$ cat config.mk
export PLATFORM = sky130hd
export DESIGN_NAME = rc_frame_crc_checker_top
export DESIGN_NICKNAME = d
export VERILOG_FILES = /design/src/rtl/core/rcc_pkg.sv /design/src/rtl/core/rcc_front.sv /design/src/rtl/core/rcc_job_fifo.sv /design/src/rtl/core/rcc_back.sv /design/src/rtl/core/rc_frame_crc_checker_top.sv
export VERILOG_INCLUDE_DIRS = /design/src /design/src/rtl/core
export SDC_FILE = /design/constraint.sdc
export NUM_CORES = 1
export LEC_CHECK = 0
export ABC_AREA = 1
export BUFFER_PORTS_ARGS = -buffer_cell sky130_fd_sc_hd__buf_2
export CAP_MARGIN = 20
export CORE_UTILIZATION = 35
export DETAILED_ROUTE_END_ITERATION = 10
export PLACE_DENSITY = 0.54
export SLEW_MARGIN = 40
export SYNTH_ARGS = -nofsm -noshare
export SYNTH_HDL_FRONTEND = slang
export SYNTH_SLANG_ARGS = --single-unit
$ cat constraint.sdc
create_clock -name aclk -period 7.6 [get_ports aclk]
set_clock_uncertainty 0.15 [all_clocks]
set_input_delay 0.76 -clock aclk [delete_from_list [all_inputs] [get_ports aclk]]
set_output_delay 0.76 -clock aclk [all_outputs]
set_load 0.005 [all_outputs]
$ cat src/rtl/core/assert_macros.svh
// Assertion macros used by the RTL (rcc_back) of the RC frame CRC checker.
// Each macro checks on the rising edge of aclk and is disabled during reset.
`ifndef ASSERT_MACROS_SVH
`define ASSERT_MACROS_SVH

// Property prop must hold at every clock edge outside reset.
`define RCC_ASSERT(label, prop, msg) \
    label: assert property (@(posedge aclk) disable iff (!aresetn) (prop)) else $error(msg);

// Condition cond must never be true at a clock edge outside reset.
`define RCC_NEVER(label, cond, msg) \
    label: assert property (@(posedge aclk) disable iff (!aresetn) !(cond)) else $error(msg);

`endif

$ cat src/rtl/core/rcc_pkg.sv
// Shared constants, types and the CRC step function for the RC frame CRC checker.
// No dependencies; every RTL file of the block imports this package.
package rcc_pkg;

    localparam int CHANNELS      = 4;
    localparam int PAYLOAD_BYTES = 2 * CHANNELS;
    localparam int BYTE_IDX_W    = $clog2(PAYLOAD_BYTES);
    localparam int CH_IDX_W      = (CHANNELS > 1) ? $clog2(CHANNELS) : 1;
    localparam int MAX_RESULTS   = 4;
    localparam int RES_CNT_W     = $clog2(MAX_RESULTS);
    localparam int JOB_Q_DEPTH   = 2;
    localparam int QPTR_W        = $clog2(JOB_Q_DEPTH);

    localparam logic [7:0]  FRAME_MARKER = 8'hF7;
    localparam logic [15:0] CRC_INIT     = 16'hFFFF;

    localparam logic KIND_WRITE = 1'b0;
    localparam logic KIND_ERROR = 1'b1;

    // One checked frame handed from the parser to the result sequencer.
    typedef struct packed {
        logic                                crc_err;
        logic [PAYLOAD_BYTES-1:0][7:0]       bytes;
    } rcc_job_t;

    // Queue status seen by the parser and the sequencer.
    typedef struct packed {
        logic full;
        logic empty;
    } rcc_q_status_t;

    // One byte of the X.25 / MCRF4XX CRC-16.
    function automatic logic [15:0] crc_step(input logic [15:0] crc, input logic [7:0] b);
        logic [7:0] t;
        t = b ^ crc[7:0];
        t = t ^ {t[3:0], 4'b0000};
        return {8'h00, crc[15:8]} ^ {t, 8'h00} ^ {5'b00000, t, 3'b000} ^ {12'h000, t[7:4]};
    endfunction

    // Channel index as it appears on the two-bit result field.
    function automatic logic [1:0] chan_code(input logic [CH_IDX_W-1:0] idx);
        logic [CH_IDX_W+1:0] w;
        w = {2'b00, idx};
        return w[1:0];
    endfunction

endpackage

$ cat src/rtl/core/rcc_front.sv
// Frame parser of the RC frame CRC checker: hunts for the marker, collects payload,
// runs the CRC and queues one job per frame that yields results. Uses rcc_pkg.
module rcc_front
    import rcc_pkg::*;
(
    input  logic          aclk,
    input  logic          aresetn,
    input  logic          s_valid,
    output logic          s_ready,
    input  logic [7:0]    s_rx_byte,
    input  rcc_q_status_t q_status,
    output logic          push,
    output rcc_job_t      push_job
);

    localparam logic [1:0] PH_HUNT    = 2'd0;
    localparam logic [1:0] PH_PAYLOAD = 2'd1;
    localparam logic [1:0] PH_CRC_LO  = 2'd2;
    localparam logic [1:0] PH_CRC_HI  = 2'd3;

    logic [1:0]                    phase_reg, phase_next;
    logic [BYTE_IDX_W-1:0]         idx_reg, idx_next;
    logic [15:0]                   crc_reg, crc_next;
    logic [7:0]                    crc_lo_reg;
    logic [PAYLOAD_BYTES-1:0][7:0] payload_reg;
    logic                          accept;
    logic                          any_nonzero;

    // The final CRC byte is held back only while the job queue is full.
    assign s_ready = (phase_reg != PH_CRC_HI) || !q_status.full;
    assign accept  = s_valid && s_ready;

    always_comb begin
        any_nonzero = 1'b0;
        for (int i = 0; i < PAYLOAD_BYTES; i++) begin
            any_nonzero = any_nonzero || (payload_reg[i] != 8'h00);
        end
    end

    assign push_job.crc_err = ({s_rx_byte, crc_lo_reg} != crc_reg);
    assign push_job.bytes   = payload_reg;
    // A good frame whose periods are all zero gives nothing and is dropped here.
    assign push = accept && (phase_reg == PH_CRC_HI) && (push_job.crc_err || any_nonzero);

    always_comb begin
        phase_next = phase_reg;
        idx_next   = idx_reg;
        crc_next   = crc_reg;
        if (accept) begin
            unique case (phase_reg)
                PH_HUNT: begin
                    if (s_rx_byte == FRAME_MARKER) begin
                        phase_next = PH_PAYLOAD;
                        idx_next   = '0;
                        crc_next   = CRC_INIT;
                    end
                end
                PH_PAYLOAD: begin
                    crc_next = crc_step(crc_reg, s_rx_byte);
                    idx_next = idx_reg + 1'b1;
                    if (idx_reg == BYTE_IDX_W'(PAYLOAD_BYTES - 1)) begin
                        phase_next = PH_CRC_LO;
                    end
                end
                PH_CRC_LO: begin
                    phase_next = PH_CRC_HI;
                end
                PH_CRC_HI: begin
                    phase_next = PH_HUNT;
                    idx_next   = '0;
                end
                default: begin
                    phase_next = PH_HUNT;
                end
            endcase
        end
    end

    always_ff @(posedge aclk) begin
        if (!aresetn) begin
            phase_reg <= PH_HUNT;
            idx_reg   <= '0;
            crc_reg   <= CRC_INIT;
        end else begin
            phase_reg <= phase_next;
            idx_reg   <= idx_next;
            crc_reg   <= crc_next;
        end
    end

    always_ff @(posedge aclk) begin
        if (accept && (phase_reg == PH_PAYLOAD)) begin
            payload_reg[idx_reg] <= s_rx_byte;
        end
        if (accept && (phase_reg == PH_CRC_LO)) begin
            crc_lo_reg <= s_rx_byte;
        end
    end

endmodule

$ cat src/rtl/core/rcc_job_fifo.sv
// Short job queue between the frame parser and the result sequencer.
// Register based, depth JOB_Q_DEPTH from rcc_pkg.
module rcc_job_fifo
    import rcc_pkg::*;
(
    input  logic          aclk,
    input  logic          aresetn,
    input  logic          push,
    input  rcc_job_t      push_job,
    input  logic          pop,
    output rcc_job_t      pop_job,
    output rcc_q_status_t status
);

    rcc_job_t          mem_reg [JOB_Q_DEPTH];
    logic [QPTR_W-1:0] wr_ptr_reg, rd_ptr_reg;
    logic [QPTR_W:0]   count_reg;

    assign status.full  = (count_reg == (QPTR_W + 1)'(JOB_Q_DEPTH));
    assign status.empty = (count_reg == '0);
    assign pop_job      = mem_reg[rd_ptr_reg];

    always_ff @(posedge aclk) begin
        if (!aresetn) begin
            wr_ptr_reg <= '0;
            rd_ptr_reg <= '0;
            count_reg  <= '0;
        end else begin
            if (push) begin
                wr_ptr_reg <= (wr_ptr_reg == QPTR_W'(JOB_Q_DEPTH - 1)) ? '0 : wr_ptr_reg + 1'b1;
            end
            if (pop) begin
                rd_ptr_reg <= (rd_ptr_reg == QPTR_W'(JOB_Q_DEPTH - 1)) ? '0 : rd_ptr_reg + 1'b1;
            end
            // A push and a pop in the same cycle leave the count as it is.
            if (push && !pop) begin
                count_reg <= count_reg + 1'b1;
            end else if (pop && !push) begin
                count_reg <= count_reg - 1'b1;
            end
        end
    end

    always_ff @(posedge aclk) begin
        if (push) begin
            mem_reg[wr_ptr_reg] <= push_job;
        end
    end

endmodule

$ cat src/rtl/core/rcc_back.sv
// RC frame CRC checker result sequencer (uses rcc_pkg, assert_macros.svh): turns one queued
// job into an error result or up to MAX_RESULTS channel writes, one per cycle unless stalled.
`include "assert_macros.svh"

module rcc_back
    import rcc_pkg::*;
(
    input  logic          aclk,
    input  logic          aresetn,
    input  rcc_q_status_t q_status,
    input  rcc_job_t      pop_job,
    output logic          pop,
    output logic          m_valid,
    input  logic          m_ready,
    output logic          m_result_kind,
    output logic [1:0]    m_channel,
    output logic [15:0]   m_period,
    output logic          m_newly_enabled,
    output logic          m_safety_release,
    output logic          m_last
);

    logic                           busy_reg;
    logic                           err_reg;
    logic [CHANNELS-1:0]            pending_reg, pending_next;
    logic [PAYLOAD_BYTES-1:0][7:0]  bytes_reg;
    logic [RES_CNT_W-1:0]           cnt_reg;
    logic [CHANNELS-1:0]            en_reg;
    logic                           m_valid_reg;
    logic                           kind_reg, newly_reg, rel_reg, last_reg;
    logic [1:0]                     chan_reg;
    logic [15:0]                    period_reg;

    logic                           slot_free;
    logic                           emit;
    logic [CH_IDX_W-1:0]            sel;
    logic [CHANNELS-1:0]            sel_bit;
    logic [BYTE_IDX_W-1:0]          sel_lo, sel_hi;
    logic [CHANNELS-1:0]            job_nonzero;
    logic                           last_w;

    assign slot_free = !m_valid_reg || m_ready;
    assign emit      = busy_reg && slot_free;
    assign pop       = !busy_reg && !q_status.empty;

    always_comb begin
        for (int i = 0; i < CHANNELS; i++) begin
            job_nonzero[i] = ({pop_job.bytes[2*i+1], pop_job.bytes[2*i]} != 16'h0000);
        end
    end

    // Lowest pending channel goes out first.
    always_comb begin
        sel     = '0;
        sel_bit = '0;
        for (int i = CHANNELS - 1; i >= 0; i--) begin
            if (pending_reg[i]) begin
                sel     = CH_IDX_W'(i);
                sel_bit = CHANNELS'(1) << i;
            end
        end
    end

    // Byte positions of the selected channel's period.
    assign sel_lo = BYTE_IDX_W'({sel, 1'b0});
    assign sel_hi = BYTE_IDX_W'({sel, 1'b1});

    assign pending_next = pending_reg & ~sel_bit;
    assign last_w = err_reg || (pending_next == '0) ||
                    (cnt_reg == RES_CNT_W'(MAX_RESULTS - 1));

    always_ff @(posedge aclk) begin
        if (!aresetn) begin
            busy_reg    <= 1'b0;
            pending_reg <= '0;
            cnt_reg     <= '0;
            en_reg      <= '0;
            m_valid_reg <= 1'b0;
        end else begin
            if (slot_free) begin
                m_valid_reg <= emit;
            end
            if (pop) begin
                busy_reg    <= 1'b1;
                pending_reg <= pop_job.crc_err ? '0 : job_nonzero;
                cnt_reg     <= '0;
            end else if (emit) begin
                pending_reg <= pending_next;
                cnt_reg     <= cnt_reg + 1'b1;
                if (last_w) begin
                    busy_reg <= 1'b0;
                end
                if (!err_reg) begin
                    en_reg <= en_reg | sel_bit;
                end
            end
        end
    end

    always_ff @(posedge aclk) begin
        if (pop) begin
            err_reg   <= pop_job.crc_err;
            bytes_reg <= pop_job.bytes;
        end
        if (emit) begin
            last_reg <= last_w;
            if (err_reg) begin
                kind_reg   <= KIND_ERROR;
                chan_reg   <= 2'b00;
                period_reg <= 16'h0000;
                newly_reg  <= 1'b0;
                rel_reg    <= 1'b0;
            end else begin
                kind_reg   <= KIND_WRITE;
                chan_reg   <= chan_code(sel);
                period_reg <= {bytes_reg[sel_hi], bytes_reg[sel_lo]};
                newly_reg  <= ((en_reg & sel_bit) == '0);
                rel_reg    <= (en_reg == '0);
            end
        end
    end

    assign m_valid          = m_valid_reg;
    assign m_result_kind    = kind_reg;
    assign m_channel        = chan_reg;
    assign m_period         = period_reg;
    assign m_newly_enabled  = newly_reg;
    assign m_safety_release = rel_reg;
    assign m_last           = last_reg;

    `RCC_ASSERT(a_err_is_last, m_valid_reg && (kind_reg == KIND_ERROR) |-> last_reg,
        "error result without last")
    `RCC_ASSERT(a_write_nonzero,
        m_valid_reg && (kind_reg == KIND_WRITE) |-> (period_reg != 16'h0000),
        "channel write with zero period")
    `RCC_ASSERT(a_release_is_new, m_valid_reg && rel_reg |-> newly_reg,
        "safety release on a channel that was already enabled")
    `RCC_NEVER(a_busy_no_work, busy_reg && !err_reg && (pending_reg == '0),
        "sequencer busy with no channel left to write")

endmodule

$ cat src/rtl/core/rc_frame_crc_checker_top.sv
// Top level of the RC frame CRC checker.
// Instantiates rcc_front, rcc_job_fifo and rcc_back; uses rcc_pkg.
//
// Usage: serial bytes enter one per beat on the s_ channel (s_valid, s_ready,
// s_rx_byte). Bytes are dropped until the 0xF7 marker; then 2*CHANNELS payload
// bytes (little-endian 16-bit periods) and a little-endian CRC-16 follow.
// Results leave on the m_ channel, one per beat. A bad CRC gives a single error
// beat; a good frame gives one write beat per nonzero channel, lowest channel
// first, at most four, with m_last on the final beat of the frame.
// Throughput: the parser takes one byte per cycle while s_ready is high. The sequencer
// loads a queued frame into its job registers and then gives one beat per cycle while
// m_ready allows; it takes no new frame until the last beat of the current one is
// registered. Two frames can be queued between parser and sequencer, and the parser
// stalls only its final CRC byte when that queue is full. The first result of a
// frame passes the job queue, the sequencer's job registers and the output register.
// Reset (aresetn low, synchronous) returns the parser to marker hunting, empties
// the queue, drops any pending results and forgets all enabled channels.
// A stalled receiver (m_ready low) holds the output register; the queue then
// absorbs frames until it fills, after which s_ready drops on a final CRC byte.
module rc_frame_crc_checker_top
    import rcc_pkg::*;
(
    input  logic        aclk,
    input  logic        aresetn,
    input  logic        s_valid,
    output logic        s_ready,
    input  logic [7:0]  s_rx_byte,
    output logic        m_valid,
    input  logic        m_ready,
    output logic        m_result_kind,
    output logic [1:0]  m_channel,
    output logic [15:0] m_period,
    output logic        m_newly_enabled,
    output logic        m_safety_release,
    output logic        m_last
);

    rcc_q_status_t q_status;
    rcc_job_t      push_job;
    rcc_job_t      pop_job;
    logic          push;
    logic          pop;

    // Front end: marker hunt, payload capture and CRC check.
    rcc_front u_front (
        .aclk      (aclk),
        .aresetn   (aresetn),
        .s_valid   (s_valid),
        .s_ready   (s_ready),
        .s_rx_byte (s_rx_byte),
        .q_status  (q_status),
        .push      (push),
        .push_job  (push_job)
    );

    // Decouples frame parsing from result delivery.
    rcc_job_fifo u_fifo (
        .aclk     (aclk),
        .aresetn  (aresetn),
        .push     (push),
        .push_job (push_job),
        .pop      (pop),
        .pop_job  (pop_job),
        .status   (q_status)
    );

    // Back end: channel enable tracking and result beats.
    rcc_back u_back (
        .aclk             (aclk),
        .aresetn          (aresetn),
        .q_status         (q_status),
        .pop_job          (pop_job),
        .pop              (pop),
        .m_valid          (m_valid),
        .m_ready          (m_ready),
        .m_result_kind    (m_result_kind),
        .m_channel        (m_channel),
        .m_period         (m_period),
        .m_newly_enabled  (m_newly_enabled),
        .m_safety_release (m_safety_release),
        .m_last           (m_last)
    );

endmodule
==> impl_metrics.toml, run 1 <==
[status]
status = "complete, no violations"

[grt]
grt_pass1_wl_mm = 45.64
overflow = 0
grt_max_degree = 72
grt_pass1_vias = 7623
antenna_found_initial = 0
grt.total_usage_pct = 15.71

[synthesis]
avgSynthCellArea_um2 = 11.55
synth_edf_count = 289
synth_top_cell_by_area = "edfxtp_1"
ys.flop_type = "edfxtp_1"
netlist.area_leader.share_pct = 65.54
async_reset_ff_share_pct = 0
synth_warnings = 0
synth_seq_cells = 327
ys_types = 37
seq_area_frac_synth_pct = 71.28
synth.net_count = 1166
ys_top_cells_by_area = "edfxtp_1 66%, nand2_1 9.6%, dfxtp_1 5.7%, nor2_1 3.5%, inv_1 2.3%"
syn_inst = 1146
netlist_area_um2 = 13240

[cts]
worstSkewPairLatency_ns = 0.53
clkSlewWorstSetupHoldPaths_ns = 0.06
hold_buffers = 0
numCtsBuffers = 36
post_cts_resized = 0
clk_path_buf_depth = 3
cts_tree = "built"
numClockSinks = 327
cts-root-buf = "clkbuf_16"
postCtsSetupBuffers = 0
htree_levels = 2

[worst_setup_path]
critPathCaptureType = "flop"
cp_data_required_time_ns = 7.69
reg2reg_from = "u_back.pending_reg[2]"
crit_path_start_kind = "flop"
cp.arrival_ns = 2.83
ff2ff_setup_slack_ns = 4.86
regToRegEndpoint = "u_back.m_period[11]"
reg2regPathDepth = 9
cp_max_fo = 32
worstSetupPathType = "flop to flop"

[final_layout]
diodes = 0
final_common_cell = "nand2_1"
drive_above_1_share_pct = 13.27
largest_reg_flops = 130
area_growth_syn_to_layout_pct = 14.39
final_cell_mix = "340 x nand2_1, 289 x edfxtp_1, 113 x nor2_1"
layout.nets = 1216
post-route-util_pct = 40.98

[hold_path]
min_from = "u_fifo.rd_ptr_reg"
hold_depth = 1
hold_class = "flop to flop"

[sta]
rsz0062_at_grt = "false"
setup_tns_ns = 0
hold_viol_final = 0
hold_slack_ns = 0.2997
fin_crit_ns = 2.740
setup_viol = 0
fin_crit_sh_pct = 36.05
maxSlewViolCount = 0
setup_ws_ns = 4.860
max-slew-margin-rel_pct = 49.53
worst_pin_slew_ns = 0.7525
max_clock_freq_mhz = 365.0

[pwr]
power_density_nw_per_um2 = 330.4
p_leak_nw = 5.684
p_total_w = 0.005004
ir_worst_vdd_mv = 0.2141

[floorplan]
ioPinCount = 36
dieArea_um2 = 38610
initial_core_util_pct = 35.83
coreArea_um2 = 36960
rows = 70
die_x_um = 196.5
die_h_um = 196.5

[routing]
vias = 8029
viasPerCell = 4.654
finalWirelength_mm = 29.97
firstDrtPassIters = 5
wire_per_inst_um = 17.37
drcViolationCount = 0
drtIter0Drc = 648
ant_nets = 0

[placed_design]
gp_congestion = 0.8559
numPortBuffers = 35
dpl.hpwl_mm = 20.69
pre_cts_slack_ns = 4.686

[job]
drv_cap = 0
[how the worst max path moves through the flow]
stage / depth (start not counted) / start / endpoint
2_1_floorplan: 9 / s_rx_byte[3] / u_fifo.mem_reg[0][0]
3_3_place_gp: 10 / s_rx_byte[5] / u_fifo.mem_reg[0][22]
3_5_place_dp: 15 / s_rx_byte[4] / u_fifo.count_reg[1]
4_1_cts: 9 / u_back.pending_reg[2] / u_back.m_period[3]
5_1_grt: 9 / u_back.pending_reg[2] / u_back.m_period[3]
6_report: 9 / u_back.pending_reg[2] / u_back.m_period[11]
[logic make-up after synthesis]
group,share of synthesized area (%)
AO/OA/AOI/OAI,7.342
XOR/XNOR,1.304
adder cells (fa/ha/maj),0.7560
buffers and inverters,4.639
flip-flops,71.28
AND/OR/NAND/NOR,14.67
[report_power, final]
part	total, W	internal (W)	switching (W)
Sequential	0.00238	0.00227	0.000112
Clock	0.00173	0.00104	0.000698
Combinational	0.000893	0.000259	0.000635
[worst max-delay path: stages, from the launching register on]
cell and delay, ns:
dfxtp_1 0.44, nor2_2 0.07, nor2_1 0.08, or2_1 0.53
buf_4 0.39, clkinv_4 0.30, o21ai_2 0.20, clkinv_1 0.09
o21ai_2 0.07, a21oi_2 0.10
[routing by layer]
metal | track usage, % | vias up | wire length [um]
li1 | - | 3967 | -
met1 | 21.81 | 3822 | 14040
met2 | 25.22 | 187 | 13810
met3 | 2.139 | 53 | 1262
met4 | 5.642 | 0 | 855
met5 | 0 | - | 0
[area by class of cell]
class,instances,area (um^2)
sequential,327,9440
clock buffer,47,1003
timing repair buffer,44,265.3
multi-input combinational,679,3223
inverter,108,411.6
tap,504,630.6
fill,3567,21810
clock inverter,16,172.7
[cell usage after synthesis, types with 2 or more instances]
library cell / instances
nand2_1: 340
edfxtp_1: 289
nor2_1: 122
inv_1: 81
dfxtp_1: 38
o21ai_1: 38
a21oi_1: 35
o21ai_2: 21
nand3_1: 17
o21ai_0: 17
o21bai_1: 16
buf_2: 15
clkinv_1: 14
inv_2: 12
a21oi_2: 11
o211ai_1: 11
xnor2_1: 11
nand4_1: 9
clkbuf_1: 8
ha_1: 8
xor2_1: 5
buf_4: 4
buf_6: 3
or2_2: 3
a211oi_1: 2
and2_1: 2
nor2_2: 2
or2_1: 2
xor2_2: 2
[metrics by stage]
stage / std cells / instance area (um^2)
2_1_floorplan: 1146 / 13240
3_3_place_gp: 1660 / 13910
3_5_place_dp: 1662 / 13970
4_1_cts: 1725 / 15140
5_1_grt: 1725 / 15150
6_report: 1725 / 15150
Note: power is estimated with default switching activity, not from simulation.
==> run 2: changes to the inputs <==
==> constraint.sdc (replaced) <==
create_clock -name aclk -period 2.8 [get_ports aclk]
set_clock_uncertainty 0.15 [all_clocks]
set_input_delay 0.28 -clock aclk [delete_from_list [all_inputs] [get_ports aclk]]
set_output_delay 0.28 -clock aclk [all_outputs]
set_load 0.005 [all_outputs]
==> impl_metrics.toml, run 2 (synthesis gave the netlist of run 1 again) <==
[worst_setup_path]
cp_top_family = "simple AND/OR/NAND/NOR gates"
critPathCaptureType = "flop"
cp_cell_sequence = "nor2_1 > nand2_1 > nor2_2 > nand2_1 > nor2_1 > nand2_1 > nor2_1 > nor2_1 > ha_4 > a21oi_1 > o21ai_0 > o21ai_0 > a21oi_1"
cp_max_fo = 3
slowest_delay_ns = 0.46
critPathBufInv = 0
crit_path_top_delay_cell = "edfxtp_1"
cp.arrival_ns = 2.71
cpMostUsedCell = "nor2_1"
worstSetupPathType = "flop to flop"
cp_data_required_time_ns = 3.04
crit_path_start_kind = "flop"

[floorplan]
ioPinCount = 36
die_x_um = 196.5
coreArea_um2 = 36960
dieArea_um2 = 38610
initial_core_util_pct = 35.83
die_h_um = 196.5
rows = 70

[job]
drv_cap = 0

[sta]
max_clock_freq_mhz = 405.2
setup_viol = 0
maxSlewViolCount = 0
max-slew-margin-rel_pct = 59.16
setup_tns_ns = 0
rsz0062_at_grt = "false"
fin_crit_sh_pct = 88.14
hold_viol_final = 0
worst_pin_slew_ns = 0.6126
fin_crit_ns = 2.468

[cts]
clkSlewWorstSetupHoldPaths_ns = 0.06
htree_levels = 2
cts-root-buf = "clkbuf_16"
worstSkewPairLatency_ns = 0.52
numCtsBuffers = 36
numClockSinks = 327
clk_path_buf_depth = 3
cts_tree = "built"

[final_layout]
final_cell_mix = "338 x nand2_1, 289 x edfxtp_1, 121 x nor2_1"
final_common_cell = "nand2_1"
diodes = 0
layout.nets = 1239
largest_reg_flops = 130
area_growth_syn_to_layout_pct = 16.36
drive_above_1_share_pct = 14.38
design_area_um2 = 15410

[pwr]
p_switching_w = 0.003926
combPwrFrac_pct = 18.2
p_leak_nw = 5.817
power_frac_clock_pct = 35.0
ir_worst_vdd_mv = 0.4632
p_sw_share_pct = 28.47
p_seq_share_pct = 46.8
p_int_w = 0.009862
power_density_nw_per_um2 = 894.9

[grt]
grt_max_degree = 71
grt.total_usage_pct = 15.56
grt_pass1_wl_mm = 45.30
overflow = 0
antenna_found_initial = 1
grt_pass1_vias = 7733

[status]
status = "complete, no violations"

[routing]
finalWirelength_mm = 29.53
viasPerCell = 4.585
drtIter0Drc = 685
vias = 8019
drcViolationCount = 0
ant_nets = 0
firstDrtPassIters = 5
wire_per_inst_um = 16.89

[placed_design]
numPortBuffers = 35
placed_area_um2 = 14180
gp_congestion = 0.8096
dpl.hpwl_mm = 20.26

[hold_path]
hold_class = "input pin to flop"
## run 2: cell types whose count changed in the layout (fill, tap and decap cells not counted), moves of 3 or more
cell and change:
clkbuf_1 +3, nor2_2 -8, clkbuf_8 -4, buf_4 +22, buf_12 +4, nor2_1 +8, buf_6 -4
## run 2: power groups by stage
stage                     registers (W)  logic [W]  clock network [W]
after CTS                       0.00647    0.00256            0.00492
after floorplan                 0.00647    0.00187                  0
after detailed placement        0.00657    0.00255                  0
after global routing            0.00652    0.00284            0.00510
final                           0.00645    0.00251            0.00482
after global placement          0.00657    0.00253                  0
## run 2: worst paths after layout
| check | slack (ns) | startpoint | to | cells after the start |
|---|---|---|---|---|
| hold / removal | 0.03 | s_rx_byte[3] | u_front.push_job[59] | 1 |
| setup reg to reg | 0.33 | u_front.push_job[8] | u_fifo.count_reg[1] | 13 |
| setup / recovery | 0.33 | u_front.push_job[8] | u_fifo.count_reg[1] | 13 |
| hold reg to reg | 0.30 | u_fifo.rd_ptr_reg | flop | 1 |
## run 2: routing by layer
metal / vias to the layer above / GRT usage (%) / wire [um] / part of all wire, %
met1: 3811 / 21.52 / 13660 / 46
met4: 0 / 5.093 / 747 / 2.5
met2: 158 / 25.03 / 13780 / 47
li1: 3997 / - / - / -
met3: 53 / 2.481 / 1351 / 4.6
met5: - / 0 / 0 / 0
## run 2: worst register-to-register path: stages, from the launching register on
cell,delay [ns]
edfxtp_1,0.46
nor2_1,0.13
nand2_1,0.08
nor2_2,0.20
nand2_1,0.11
nor2_1,0.11
nand2_1,0.10
nor2_1,0.25
nor2_1,0.13
ha_4,0.24
a21oi_1,0.09
o21ai_0,0.10
o21ai_0,0.15
a21oi_1,0.05
## run 2: what timing repair did
item | CTS | global route
buffers inserted | 0 | 0
hold endpoints to repair | 4 | 0
gates resized for setup | 0 | 1
hold buffers | 2 | 0
setup endpoints to repair | 0 | 1
## run 2: cell type report
cell class / instances / area (um^2)
clock buffers: 47 / 984.7
clock inverters: 17 / 224.0
inverters: 108 / 410.4
well taps: 504 / 630.6
repair buffers: 67 / 470.5
fillers: 3515 / 21550
multi-input cells: 679 / 3244
flip-flops and latches: 327 / 9443
## run 2: metrics by stage
stage	total power, W	hold WS [ns]	std cells	setup WS (ns)	util (%)
6_report	0.01379	0.03437	1749	0.3321	41.69
3_3_place_gp	0.009104	0.2817	1683	0.1466	38.35
3_5_place_dp	0.009120	0.2836	1683	0.1719	38.35
4_1_cts	0.01395	0.02358	1749	0.1361	41.68
5_1_grt	0.01447	0.02511	1749	0.05830	41.69
2_1_floorplan	0.008333	0.2289	1146	-0.1750	-
